<file path="src/rtl/hgv_pkg.sv">
// Package: shared types, constants and corner tables of the hex grid vertex generator.
package hgv_pkg;

  localparam int CountW = 6;
  localparam int SizeW  = 16;
  localparam int RowW   = 48;
  localparam int CoordW = 7;
  localparam int PosW   = 24;
  localparam int IdxW   = 3;
  localparam int OpAW   = 44;
  localparam int OpBW   = 18;
  localparam int AccW   = 62;

  // sqrt(3) in Q1.16
  localparam logic signed [OpBW-1:0] Sq3Q16 = 18'sd113512;

  localparam logic [IdxW-1:0] CfgCountX  = 3'd0;
  localparam logic [IdxW-1:0] CfgCountY  = 3'd1;
  localparam logic [IdxW-1:0] CfgCountZ  = 3'd2;
  localparam logic [IdxW-1:0] CfgCellSz  = 3'd3;
  localparam logic [IdxW-1:0] CfgRowX    = 3'd4;
  localparam logic [IdxW-1:0] CfgRowY    = 3'd5;
  localparam logic [IdxW-1:0] CfgRowZ    = 3'd6;

  typedef enum logic [1:0] {
    T_IDLE,
    T_SEARCH,
    T_CALC,
    T_OUT
  } top_state_e;

  typedef enum logic {
    SC_IDLE,
    SC_RUN
  } scan_state_e;

  typedef struct packed {
    logic                     done;
    logic                     found;
    logic signed [CoordW-1:0] q;
    logic signed [CoordW-1:0] r;
  } scan_rsp_t;

  // Corner offsets in units of s/2 along x and s*sqrt3/2 along z
  function automatic logic signed [2:0] corner_dx(input logic [IdxW-1:0] k);
    logic signed [2:0] v;
    case (k)
      3'd0:    v = 3'sd2;
      3'd1:    v = 3'sd1;
      3'd2:    v = -3'sd1;
      3'd3:    v = -3'sd2;
      3'd4:    v = -3'sd1;
      3'd5:    v = 3'sd1;
      default: v = 3'sd2;
    endcase
    return v;
  endfunction

  function automatic logic signed [2:0] corner_dz(input logic [IdxW-1:0] k);
    logic signed [2:0] v;
    case (k)
      3'd1, 3'd2: v = 3'sd1;
      3'd4, 3'd5: v = -3'sd1;
      default:    v = 3'sd0;
    endcase
    return v;
  endfunction

endpackage

</file>
<file path="src/rtl/hgv_mac.sv">
// Shared multiply-add unit with registered result.
module hgv_mac import hgv_pkg::*; (
  input  logic                   clk_i,
  input  logic                   en_i,
  input  logic signed [OpAW-1:0] op_a_i,
  input  logic signed [OpBW-1:0] op_b_i,
  input  logic signed [AccW-1:0] addend_i,
  output logic signed [AccW-1:0] res_o
);

  logic signed [AccW-1:0] res_q, res_d;

  // Multiply and add in one step
  always_comb begin
    res_d = AccW'(op_a_i * op_b_i) + addend_i;
  end

  always_ff @(posedge clk_i) begin
    if (en_i) begin
      res_q <= res_d;
    end
  end

  assign res_o = res_q;

endmodule

</file>
<file path="src/rtl/hgv_scan.sv">
// Cell scanner: walks scan positions one per cycle to the next kept cell.
module hgv_scan import hgv_pkg::*; (
  input  logic              clk_i,
  input  logic              rst_ni,
  input  logic              start_i,
  input  logic              restart_i,
  input  logic [CountW-1:0] count_x_i,
  input  logic [CountW-1:0] count_y_i,
  input  logic [CountW-1:0] count_z_i,
  output scan_rsp_t         rsp_o
);

  scan_state_e state_q, state_d;
  logic signed [7:0] q_q, q_d, r_q, r_d;
  logic started_q, started_d, fin_q, fin_d;

  logic signed [7:0] cx, cy, ncx, ncy;
  logic signed [8:0] sum, abs_sum;
  logic below_q, past_q, past_r, below_r, keep;

  assign cx  = $signed({2'b00, count_x_i});
  assign cy  = $signed({2'b00, count_y_i});
  assign ncx = -cx;
  assign ncy = -cy;
  assign sum = 9'(q_q) + 9'(r_q);
  assign abs_sum = sum[8] ? -sum : sum;

  assign below_q = q_q < ncx;
  assign past_q  = q_q > cx;
  assign past_r  = r_q > cy;
  assign below_r = r_q < ncy;
  assign keep    = abs_sum <= $signed({3'b000, count_z_i});

  // Next state
  always_comb begin
    state_d = state_q;
    unique case (state_q)
      SC_IDLE: if (start_i) state_d = SC_RUN;
      SC_RUN: begin
        if (!below_q && (past_q || (!past_r && !below_r && keep))) state_d = SC_IDLE;
      end
      default: state_d = SC_IDLE;
    endcase
  end

  // Response
  always_comb begin
    rsp_o.done  = 1'b0;
    rsp_o.found = 1'b0;
    rsp_o.q     = q_q[CoordW-1:0];
    rsp_o.r     = r_q[CoordW-1:0];
    unique case (state_q)
      SC_IDLE: ;
      SC_RUN: begin
        if (!below_q && past_q) begin
          rsp_o.done = 1'b1;
        end else if (!below_q && !past_r && !below_r && keep) begin
          rsp_o.done  = 1'b1;
          rsp_o.found = 1'b1;
        end
      end
      default: ;
    endcase
  end

  // Position and scan state
  always_comb begin
    q_d = q_q;
    r_d = r_q;
    started_d = started_q;
    fin_d = fin_q;
    if (state_q == SC_IDLE) begin
      if (start_i) begin
        if (restart_i || !started_q) begin
          started_d = 1'b1;
          q_d = ncx;
          r_d = ncy;
        end else if (fin_q) begin
          q_d = 8'sd127;
        end else begin
          r_d = r_q + 8'sd1;
        end
      end
    end else begin
      if (below_q) begin
        q_d = ncx;
        r_d = ncy;
      end else if (past_q) begin
        fin_d = 1'b1;
      end else if (past_r) begin
        r_d = ncy;
        q_d = q_q + 8'sd1;
      end else if (below_r) begin
        r_d = ncy;
      end else if (keep) begin
        fin_d = 1'b0;
      end else begin
        r_d = r_q + 8'sd1;
      end
    end
  end

  always_ff @(posedge clk_i or negedge rst_ni) begin
    if (!rst_ni) begin
      state_q   <= SC_IDLE;
      q_q       <= '0;
      r_q       <= '0;
      started_q <= 1'b0;
      fin_q     <= 1'b0;
    end else begin
      state_q   <= state_d;
      q_q       <= q_d;
      r_q       <= r_d;
      started_q <= started_d;
      fin_q     <= fin_d;
    end
  end

endmodule

</file>
<file path="src/rtl/hex_grid_cell_vertex_generator.sv">
// Top level: configuration registers, point sequencer and result register.
//
// Usage: each transfer on the input channel (restart_i = 1 restarts the scan,
// 0 advances) makes the block find the next kept hex cell and produce eight
// result transfers: the cell centre, then corners 0..6 (corner 6 closes the
// ring). last_o marks the eighth. When no cell remains a single result with
// finished_o = 1 and last_o = 1 and zero point fields is produced instead.
// The scanner tries one scan position per cycle while searching for a cell.
// Each point is then computed on the shared multiply-add unit, one output
// row at a time, with four multiply steps and a rounding/saturation step
// per row, and is held in the result register until it is taken.
// in_ready_o is high only while the block is idle. A stalled receiver holds
// the result register and the sequencer until the transfer completes. Reset
// clears the scan to its not-started state and loads the default
// configuration (counts 4, cell size 1.0, identity rows). The configuration
// port always accepts.
module hex_grid_cell_vertex_generator import hgv_pkg::*; (
  input  logic                     clk_i,
  input  logic                     rst_ni,
  input  logic                     cfg_valid_i,
  output logic                     cfg_ready_o,
  input  logic [IdxW-1:0]          cfg_index_i,
  input  logic [RowW-1:0]          cfg_data_i,
  input  logic                     in_valid_i,
  output logic                     in_ready_o,
  input  logic                     restart_i,
  output logic                     out_valid_o,
  input  logic                     out_ready_i,
  output logic                     point_kind_o,
  output logic [IdxW-1:0]          corner_index_o,
  output logic signed [CoordW-1:0] cell_q_o,
  output logic signed [CoordW-1:0] cell_r_o,
  output logic signed [PosW-1:0]   pos_x_o,
  output logic signed [PosW-1:0]   pos_y_o,
  output logic signed [PosW-1:0]   pos_z_o,
  output logic                     last_o,
  output logic                     finished_o
);

  logic [CountW-1:0] count_x_q, count_y_q, count_z_q;
  logic [SizeW-1:0]  cell_size_q;
  logic [RowW-1:0]   row_x_q, row_y_q, row_z_q;

  top_state_e state_q, state_d;
  logic [2:0] pt_q;
  logic [1:0] row_q;
  logic [2:0] step_q;
  logic       fin_q;
  logic signed [CoordW-1:0] cq_q, cr_q;
  logic signed [OpAW-1:0]   t_q;
  logic signed [PosW-1:0]   pos_x_q, pos_y_q, pos_z_q;

  logic in_xfer, out_xfer, cfg_xfer, scan_start;
  scan_rsp_t scan_rsp;

  logic [RowW-1:0] row_sel;
  logic signed [9:0] a_val, b_val;
  logic signed [2:0] dx, dz;
  logic [IdxW-1:0] ck;
  logic mac_en;
  logic signed [OpAW-1:0] op_a;
  logic signed [OpBW-1:0] op_b;
  logic signed [AccW-1:0] addend, mac_res;
  logic signed [30:0] hi;
  logic signed [PosW-1:0] sat;

  assign cfg_ready_o = 1'b1;
  assign cfg_xfer    = cfg_valid_i;
  assign in_xfer     = in_valid_i && in_ready_o;
  assign out_xfer    = out_valid_o && out_ready_i;
  assign scan_start  = in_xfer;

  // Configuration registers
  always_ff @(posedge clk_i or negedge rst_ni) begin
    if (!rst_ni) begin
      count_x_q   <= 6'd4;
      count_y_q   <= 6'd4;
      count_z_q   <= 6'd4;
      cell_size_q <= 16'd256;
      row_x_q     <= 48'd16384;
      row_y_q     <= 48'd0;
      row_z_q     <= 48'd1073741824;
    end else if (cfg_xfer) begin
      unique case (cfg_index_i)
        CfgCountX: count_x_q   <= cfg_data_i[CountW-1:0];
        CfgCountY: count_y_q   <= cfg_data_i[CountW-1:0];
        CfgCountZ: count_z_q   <= cfg_data_i[CountW-1:0];
        CfgCellSz: cell_size_q <= cfg_data_i[SizeW-1:0];
        CfgRowX:   row_x_q     <= cfg_data_i;
        CfgRowY:   row_y_q     <= cfg_data_i;
        CfgRowZ:   row_z_q     <= cfg_data_i;
        default: ;
      endcase
    end
  end

  hgv_scan u_scan (
    .clk_i     (clk_i),
    .rst_ni    (rst_ni),
    .start_i   (scan_start),
    .restart_i (restart_i),
    .count_x_i (count_x_q),
    .count_y_i (count_y_q),
    .count_z_i (count_z_q),
    .rsp_o     (scan_rsp)
  );

  // Local point factors: x = s/2 * a, z = s*sqrt3/2 * b
  assign ck    = pt_q - 3'd1;
  assign dx    = (pt_q == 3'd0) ? 3'sd0 : corner_dx(ck);
  assign dz    = (pt_q == 3'd0) ? 3'sd0 : corner_dz(ck);
  assign a_val = 10'(cq_q) * 10'sd3 + 10'(dx);
  assign b_val = 10'(cr_q) * 10'sd2 + 10'(cq_q) + 10'(dz);

  always_comb begin
    case (row_q)
      2'd0:    row_sel = row_x_q;
      2'd1:    row_sel = row_y_q;
      default: row_sel = row_z_q;
    endcase
  end

  // Operand selection for the shared unit
  always_comb begin
    op_a   = '0;
    op_b   = '0;
    addend = '0;
    case (step_q)
      3'd0: begin
        op_a = OpAW'(a_val);
        op_b = OpBW'($signed(row_sel[15:0]));
      end
      3'd1: begin
        op_a = OpAW'(b_val);
        op_b = OpBW'($signed(row_sel[31:16]));
      end
      3'd2: begin
        op_a   = mac_res[OpAW-1:0];
        op_b   = Sq3Q16;
        addend = AccW'(t_q) <<< 16;
      end
      default: begin
        op_a   = mac_res[OpAW-1:0];
        op_b   = $signed({2'b00, cell_size_q});
        addend = (AccW'($signed(row_sel[47:32])) <<< 31) + (AccW'(1) <<< 30);
      end
    endcase
  end

  assign mac_en = (state_q == T_CALC) && (step_q < 3'd4);

  hgv_mac u_mac (
    .clk_i    (clk_i),
    .en_i     (mac_en),
    .op_a_i   (op_a),
    .op_b_i   (op_b),
    .addend_i (addend),
    .res_o    (mac_res)
  );

  // Round to nearest at 31 bits, saturate to the position range
  assign hi = mac_res[AccW-1:31];
  always_comb begin
    if (hi > 31'sd8388607)       sat = 24'sh7FFFFF;
    else if (hi < -31'sd8388608) sat = 24'sh800000;
    else                         sat = hi[PosW-1:0];
  end

  // Next state
  always_comb begin
    state_d = state_q;
    unique case (state_q)
      T_IDLE:   if (in_xfer) state_d = T_SEARCH;
      T_SEARCH: if (scan_rsp.done) state_d = scan_rsp.found ? T_CALC : T_OUT;
      T_CALC:   if (step_q == 3'd4 && row_q == 2'd2) state_d = T_OUT;
      T_OUT: begin
        if (out_xfer) state_d = (fin_q || pt_q == 3'd7) ? T_IDLE : T_CALC;
      end
      default: state_d = T_IDLE;
    endcase
  end

  // Handshake outputs
  always_comb begin
    in_ready_o  = 1'b0;
    out_valid_o = 1'b0;
    unique case (state_q)
      T_IDLE:   in_ready_o  = 1'b1;
      T_SEARCH: ;
      T_CALC:   ;
      T_OUT:    out_valid_o = 1'b1;
      default:  ;
    endcase
  end

  always_ff @(posedge clk_i or negedge rst_ni) begin
    if (!rst_ni) begin
      state_q <= T_IDLE;
      pt_q    <= '0;
      row_q   <= '0;
      step_q  <= '0;
      fin_q   <= 1'b0;
    end else begin
      state_q <= state_d;
      if (state_q == T_SEARCH && scan_rsp.done) begin
        fin_q  <= !scan_rsp.found;
        pt_q   <= '0;
        row_q  <= '0;
        step_q <= '0;
      end else if (state_q == T_CALC) begin
        if (step_q == 3'd4) begin
          step_q <= '0;
          row_q  <= (row_q == 2'd2) ? 2'd0 : row_q + 2'd1;
        end else begin
          step_q <= step_q + 3'd1;
        end
      end else if (state_q == T_OUT && out_xfer && !fin_q && pt_q != 3'd7) begin
        pt_q <= pt_q + 3'd1;
      end
    end
  end

  // Payload registers
  always_ff @(posedge clk_i) begin
    if (state_q == T_SEARCH && scan_rsp.done) begin
      cq_q <= scan_rsp.found ? scan_rsp.q : '0;
      cr_q <= scan_rsp.found ? scan_rsp.r : '0;
      if (!scan_rsp.found) begin
        pos_x_q <= '0;
        pos_y_q <= '0;
        pos_z_q <= '0;
      end
    end
    if (state_q == T_CALC && step_q == 3'd1) begin
      t_q <= mac_res[OpAW-1:0];
    end
    if (state_q == T_CALC && step_q == 3'd4) begin
      case (row_q)
        2'd0:    pos_x_q <= sat;
        2'd1:    pos_y_q <= sat;
        default: pos_z_q <= sat;
      endcase
    end
  end

  assign point_kind_o   = !fin_q && (pt_q != 3'd0);
  assign corner_index_o = (fin_q || pt_q == 3'd0) ? 3'd0 : ck;
  assign cell_q_o       = cq_q;
  assign cell_r_o       = cr_q;
  assign pos_x_o        = pos_x_q;
  assign pos_y_o        = pos_y_q;
  assign pos_z_o        = pos_z_q;
  assign last_o         = fin_q || (pt_q == 3'd7);
  assign finished_o     = fin_q;

endmodule
</file>
<file path="config.mk">
export PLATFORM = sky130hd
export DESIGN_NAME = hex_grid_cell_vertex_generator
export DESIGN_NICKNAME = d
export VERILOG_FILES = /design/src/rtl/hgv_pkg.sv /design/src/rtl/hgv_mac.sv /design/src/rtl/hgv_scan.sv /design/src/rtl/hex_grid_cell_vertex_generator.sv
export SDC_FILE = /design/constraint.sdc
export NUM_CORES = 2
export LEC_CHECK = 0
export ABC_CLOCK_PERIOD_IN_PS = 10240
export BUFFER_PORTS_ARGS = -buffer_cell sky130_fd_sc_hd__buf_4
export CAP_MARGIN = 40
export CORE_UTILIZATION = 59
export DETAILED_ROUTE_END_ITERATION = 7
export PLACE_DENSITY = 0.76
export SYNTH_ARGS = -nofsm -noshare
export SYNTH_HDL_FRONTEND = slang
export SYNTH_HIERARCHICAL = 1
export SYNTH_SLANG_ARGS = --single-unit
</file>
<file path="constraint.sdc">
create_clock -name clk_i -period 10.24 [get_ports clk_i]
set_input_delay 0.512 -clock clk_i [delete_from_list [all_inputs] [get_ports clk_i]]
set_output_delay 0.512 -clock clk_i [all_outputs]
set_load 0.05 [all_outputs]
</file>
# == Word-level counts from Yosys, hierarchy flattened ==
# Index checks and enable logic that the tools add are counted.
# classes
n_addsub,15
mul,2
magnitude_cmp,8
n_eq_ne,32
n_mux,70
bitwise,2
n_reduce_logical,60
# ops
operator,count
$mux 24,14
$mux 8,16
$pmux 62 s2,1
$pmux 48 s2,1
$pmux 44 s2,1
$add 62x62->62,1
$mul 44x18->62,1
$pmux 18 s3,1
$add 47x32->48 const B,1
$gt 31x24->1 const B,1
$lt 31x24->1 const B,1
$mux 3,9
$mux 2,11
$eq 3x3->1 const B,7
$logic_and 1x1->1,18
$reduce_and 2->1,9
$add 8x2->8 const B,2
$gt 8x7->1,2
$lt 8x8->1,2
$neg 6->8,2
$eq 3x2->1 const B,5
$reduce_and 4->1,3
$reduce_or 2->1,6
$mux 1,11
33 further kinds,63
# totals
regBits,400
inputBits,57
wordCells,213

# == Logic depth before layout (Yosys ltp) ==
# depth
word_depth,13
ltp_mapped,41
ltp_nobuf,39

# == Hierarchy ==
# The synthesis kept the hierarchy.
# by_module_without_submodules
module,instances,cells_each,area_each_um2
hgv_mac,1,3143,29659.7
hex_grid_cell_vertex_generator,1,1329,15232.1
hgv_scan,1,377,2971.6

# == Least setup slack after synthesis ==
# No wires, ideal clock.
# synth_timing
path_kind,register -> register
start,reg pt_q[0]
end,"reg u_mac.res_q[54], in the netlist u_mac/res_o[54] (data pin)"
setup_ns,0.263
t_arrival_ns,9.614
t_required_ns,9.977
path_slack_ns,0.363
path_stages_with_launch,39
cell_sequence,dfrtp_1 -> inv_1 -> ha_1 -> nand2b_1 -> o221ai_1 -> o31a_1 -> inv_1 -> fa_1 -> inv_1 -> fa_1 -> nor2b_4 -> o31a_4 -> a31oi_2 -> mux2i_2 -> buf_6 -> a21oi_2 -> clkbuf_1 -> clkbuf_1 -> (+3 left out) -> fa_1 -> inv_1 -> fa_1 -> inv_1 -> fa_1 -> fa_1 -> fa_1 -> ha_1 -> ha_1 -> clkbuf_1 -> nand4_1 -> or4_4 -> a2111oi_2 -> nor3_2 -> a21boi_2 -> a31o_2 -> a221oi_2 -> xnor2_1
# synth_between
elab_chain_cells,9
# synth_rtl
element,line,text
start: declaration,hex_grid_cell_vertex_generator.sv:45,logic [2:0] pt_q;
start signal: assignment,hex_grid_cell_vertex_generator.sv:218,pt_q <= pt_q + 3'd1;
$sub 3x1->3,hex_grid_cell_vertex_generator.sv:109,assign ck = pt_q - 3'd1;
"$eq 3x3->1, or another cell as far along","hgv_pkg.sv:47, hgv_pkg.sv:61",
"$reduce_or 2->1, on equally long branches",n/a,
$pmux 3 s3 / $pmux 3 s2 (equally long branches),"hgv_pkg.sv:47, hgv_pkg.sv:61",
"$mux 3, on equally long branches","hex_grid_cell_vertex_generator.sv:110, hex_grid_cell_vertex_generator.sv:111",
$add 10x3->10 / $add 9x3->10 (equally long branches),"hex_grid_cell_vertex_generator.sv:112, hex_grid_cell_vertex_generator.sv:113",
$pmux 44 s2 (*),hex_grid_cell_vertex_generator.sv:128,case (step_q)
named net op_a[32],hex_grid_cell_vertex_generator.sv:61,logic signed [OpAW-1:0] op_a;
$mul 44x18->62 (*),hgv_mac.sv:15,res_d = AccW'(op_a_i * op_b_i) + addend_i;
$add 62x62->62 (*),hgv_mac.sv:15,
named net u_mac.res_d[54],hgv_mac.sv:11,"logic signed [AccW-1:0] res_q, res_d;"
end signal: assignment,hgv_mac.sv:20,res_q <= res_d;
end: declaration,hgv_mac.sv:11,
# Mark *: on every way through the listed nets, which the timed path passes. The rest lies on a longest branch.
# A chain may end at the register's enable or synchronous reset.

# == Final worst setup path ==
# layout_timing
start,reg pt_q[0]
end,"reg u_mac.res_q[58], in the netlist u_mac/res_o[58] (data pin)"
# The elaborated chain is that of the path after synthesis.

==> flow_summary_export.csv <==
group,metric,value,unit
cts,insertion_delay,0.57,ns
cts,cts.path.max_buffers,3,
yosys,synth_largest_area_cell,"sky130_fd_sc_hd__fa_1",
cts,tritoncts,"done",
grt,antenna_found_initial,1,
timing,fraction_of_the_cycle_the_final_worst_path_needs,97.7,%
yosys,sequential_to_total_area_share_from_yosys_stat,21.4,%
critical_path,timing.setup.critical_path_class,"register to register",
critical_path,crit_path_max_incr_delay,0.65,ns
yosys,synth.area.top_cells,"sky130_fd_sc_hd__fa_1 34%, sky130_fd_sc_hd__dfrtp_1 11%, sky130_fd_sc_hd__edfxtp_1 7.5%",
finish,mostFrequentLayoutCell,"sky130_fd_sc_hd__inv_1",
drt,vias,34800,
timing,setup-violations-final,0,
grt,grt_max_degree,97,
finish,synthToLayoutAreaGrowth,10.7,%
die,floorplan.die_area,82300,um^2
critical_path,setup.worst_path.end_class,"register",
finish,layout-drive-gt1-share,14.9,%
critical_path,crit_end,"u_mac/res_o[58]",
drt,ant_nets,0,
cts,cts.sinks,400,
yosys,postSynth.asyncResetShare,52.0,%
placement,post-dp-hpwl,99200,um
finish,n_antenna_cell,0,
timing,fmaxAchievable,100,MHz
drt,routedWlPerCell,20.6,um
yosys,synth-warning-count,6,
drt,drt_first_iter_violations,3166,
finish,layout.cells.most_common_list,"833 x sky130_fd_sc_hd__inv_1, 810 x sky130_fd_sc_hd__fa_1, 601 x sky130_fd_sc_hd__nand2_1",
yosys,synth.distinct_cells,105,
grt,global_route.overflow_total,0,
critical_path,worstPathRequired,10.54,ns
yosys,synth_ff_type,"sky130_fd_sc_hd__dfrtp_1",
die,io_pins,152,
die,fp.dieW,287,um
critical_path,timing.reg2reg.worst_path_depth,39,
cts,ctsHtreeMaxLevel,2,
critical_path,timing.rr.start,"pt_q[0]",
yosys,synth-seq-cells,400,
finish,finalNonFillerCells,6067,
die,chipHeight,287,um
run,max-cap-violations,0,
critical_path,worst_r2r_endpoint,"u_mac/res_o[58]",
placement,finalWeightedCongestion,0.973,
yosys,post_synth_top_area_share,34.3,%
critical_path,data_arrival_time_of_the_worst_path,10.30,ns
critical_path,critPathMaxFanout,12,
timing,fin_worst_skew,0.0345,ns
yosys,instance_count_of_the_mapped_netlist,4849,
timing,timing.slew.headroom,37.5,%
timing,final-hold-violation-count,0,
critical_path,ff_to_ff_setup_slack,0.24,ns
cts,cts_made_buffers,38,
timing,timing.final.max_slew_violations,0,
cts,clock_transition_at_the_registers_of_the_reported_paths,0.07,ns
yosys,postSynthAreaPerCell,9.87,um^2
drt,drc,0,
critical_path,most_frequent_cp_cell,"sky130_fd_sc_hd__fa_1",
timing,timing_worst_slew_pin_value,0.934,ns
run_status,outcome,"finished, final reports clean",
placement,placed_cells_incl_taps,5953,
grt,first_pass_grt_wire_length,198000,um
timing,min_period,10.00,ns
critical_path,startpoint,"pt_q[0]",
finish,fin_nets,6101,
drt,routed_via_density,5.73,
yosys,synthesis.area,47900,um^2
critical_path,cp_slowest_cell,"sky130_fd_sc_hd__fa_2",
drt,drtPass1Iterations,6,
grt,globalRouteTotalUtil,30.9,%
die,rows,104,
placement,placement.io_buffers,150,
cts,clock_tree.root_cell,"sky130_fd_sc_hd__clkbuf_16",
critical_path,startpoint_type,"register",
hold_path,kind_of_path_behind_the_tightest_hold_check,"input port to register",
die,core-area,80400,um^2
yosys,synth_enable_flop_cells,120,
drt,detail_route.wirelength,125000,um
die,initial_core_util,59.5,%
finish,final_util,65.9,%
grt,first_global_vias,35400,
-- registers in the layout, indices dropped and copies added (netlist names), 16 cells and up --
name	count
cell_size_q	16
row_z_q	48
pos_y_o	24
pos_z_o	24
u_mac/res_o	62
row_x_q	48
pos_x_o	24
row_y_q	48
t_q	44
-- metal layers --
layer	global-route usage, %	vias up	share of wire [%]
met5	0	-	0
met4	6.61	0	2.5
met1	44.2	17600	41
li1	-	15400	-
met3	7.28	201	10
met2	48.2	1554	46
-- cell families after synthesis --
logic type,Yosys count,synth area share (%)
xor+xnor,92,1.71
fa+ha+maj,1067,40.7
buf+inv,1107,9.05
mux,235,5.40
compound gates,595,8.17
flops,400,21.4
simple gates,1351,13.5
other cells,2,0.0157
-- repair_timing --
action                                 in CTS  in global routing
gates resized for setup                    21                 90
hold buffers                                1                  0
pin swaps                                   7                 32
gates cloned                                2                  5
endpoints found under the hold margin      34                  0
setup endpoints to repair                  17                 28
buffers inserted                            3                 33
-- worst min path at each step --
stage	endpoint	from	depth (start not counted)
6_report	row_z_q[41]	cfg_data_i[41]	2
5_1_grt	row_z_q[18]	cfg_data_i[18]	2
4_1_cts	row_x_q[39]	cfg_data_i[39]	2
3_5_place_dp	row_x_q[37]	rst_ni	1
3_3_place_gp	t_q[17]	u_mac/res_o[17]	0
2_1_floorplan	cell_size_q[0]	rst_ni	0
-- final cells by class --
cell class / instances / area [um^2]
flip-flops and latches: 400 / 10300
clock inverters: 15 / 176
multi-input cells: 3361 / 34100
well taps: 1060 / 1330
repair buffers: 338 / 2870
inverters: 838 / 3150
fillers: 6168 / 27400
clock buffers: 55 / 1110
-- synthesized netlist by cell type, types with 12 or more instances --
master / count
sky130_fd_sc_hd__buf_2: 43
sky130_fd_sc_hd__o2bb2ai_1: 24
sky130_fd_sc_hd__o21a_1: 19
sky130_fd_sc_hd__a221oi_1: 14
sky130_fd_sc_hd__nand4_1: 17
sky130_fd_sc_hd__and3_1: 17
sky130_fd_sc_hd__a21oi_2: 33
sky130_fd_sc_hd__edfxtp_1: 120
sky130_fd_sc_hd__mux2_2: 179
sky130_fd_sc_hd__inv_1: 836
sky130_fd_sc_hd__fa_1: 819
sky130_fd_sc_hd__nand2_1: 602
sky130_fd_sc_hd__a21o_1: 49
sky130_fd_sc_hd__o21ai_0: 130
sky130_fd_sc_hd__mux2i_1: 54
sky130_fd_sc_hd__a22oi_1: 12
sky130_fd_sc_hd__nor2b_1: 18
sky130_fd_sc_hd__dfrtp_1: 202
sky130_fd_sc_hd__a21oi_1: 168
sky130_fd_sc_hd__nand3_1: 82
sky130_fd_sc_hd__dfxtp_1: 72
sky130_fd_sc_hd__nor3_1: 25
sky130_fd_sc_hd__and2_1: 313
sky130_fd_sc_hd__clkbuf_1: 198
sky130_fd_sc_hd__xnor2_1: 57
sky130_fd_sc_hd__o21ai_1: 40
sky130_fd_sc_hd__buf_4: 17
sky130_fd_sc_hd__xor2_1: 33
sky130_fd_sc_hd__ha_1: 248
sky130_fd_sc_hd__nand2b_1: 28
sky130_fd_sc_hd__nor2_1: 192
-- worst max-delay path: cells and delay by family, from the launching register on --
family                   cells  cell delay [ns]
flip-flops                   1             0.36
buffers and inverters       10             1.10
adder cells (fa/ha/maj)     11             4.97
AO/OA/AOI/OAI               13             2.62
multiplexers                 1             0.22
AND/OR/NAND/NOR              4             0.43
-- metrics by stage --
step | area, um^2 | TNS (ns) | hold WS (ns) | setup WS [ns]
6_report | 53000 | 0 | 0.187 | 0.237
5_1_grt | 53000 | -0.140 | 0.173 | -0.0439
4_1_cts | 52200 | 0 | 0.163 | 0.00255
3_5_place_dp | 50700 | -0.805 | 0.438 | -0.189
3_3_place_gp | 50500 | -0.184 | 0.435 | -0.102
2_1_floorplan | 47900 | 0 | 0.216 | 0.363
Power is not shown: default switching activity piles up to over one toggle a cycle in this logic, so the estimate is an artifact.
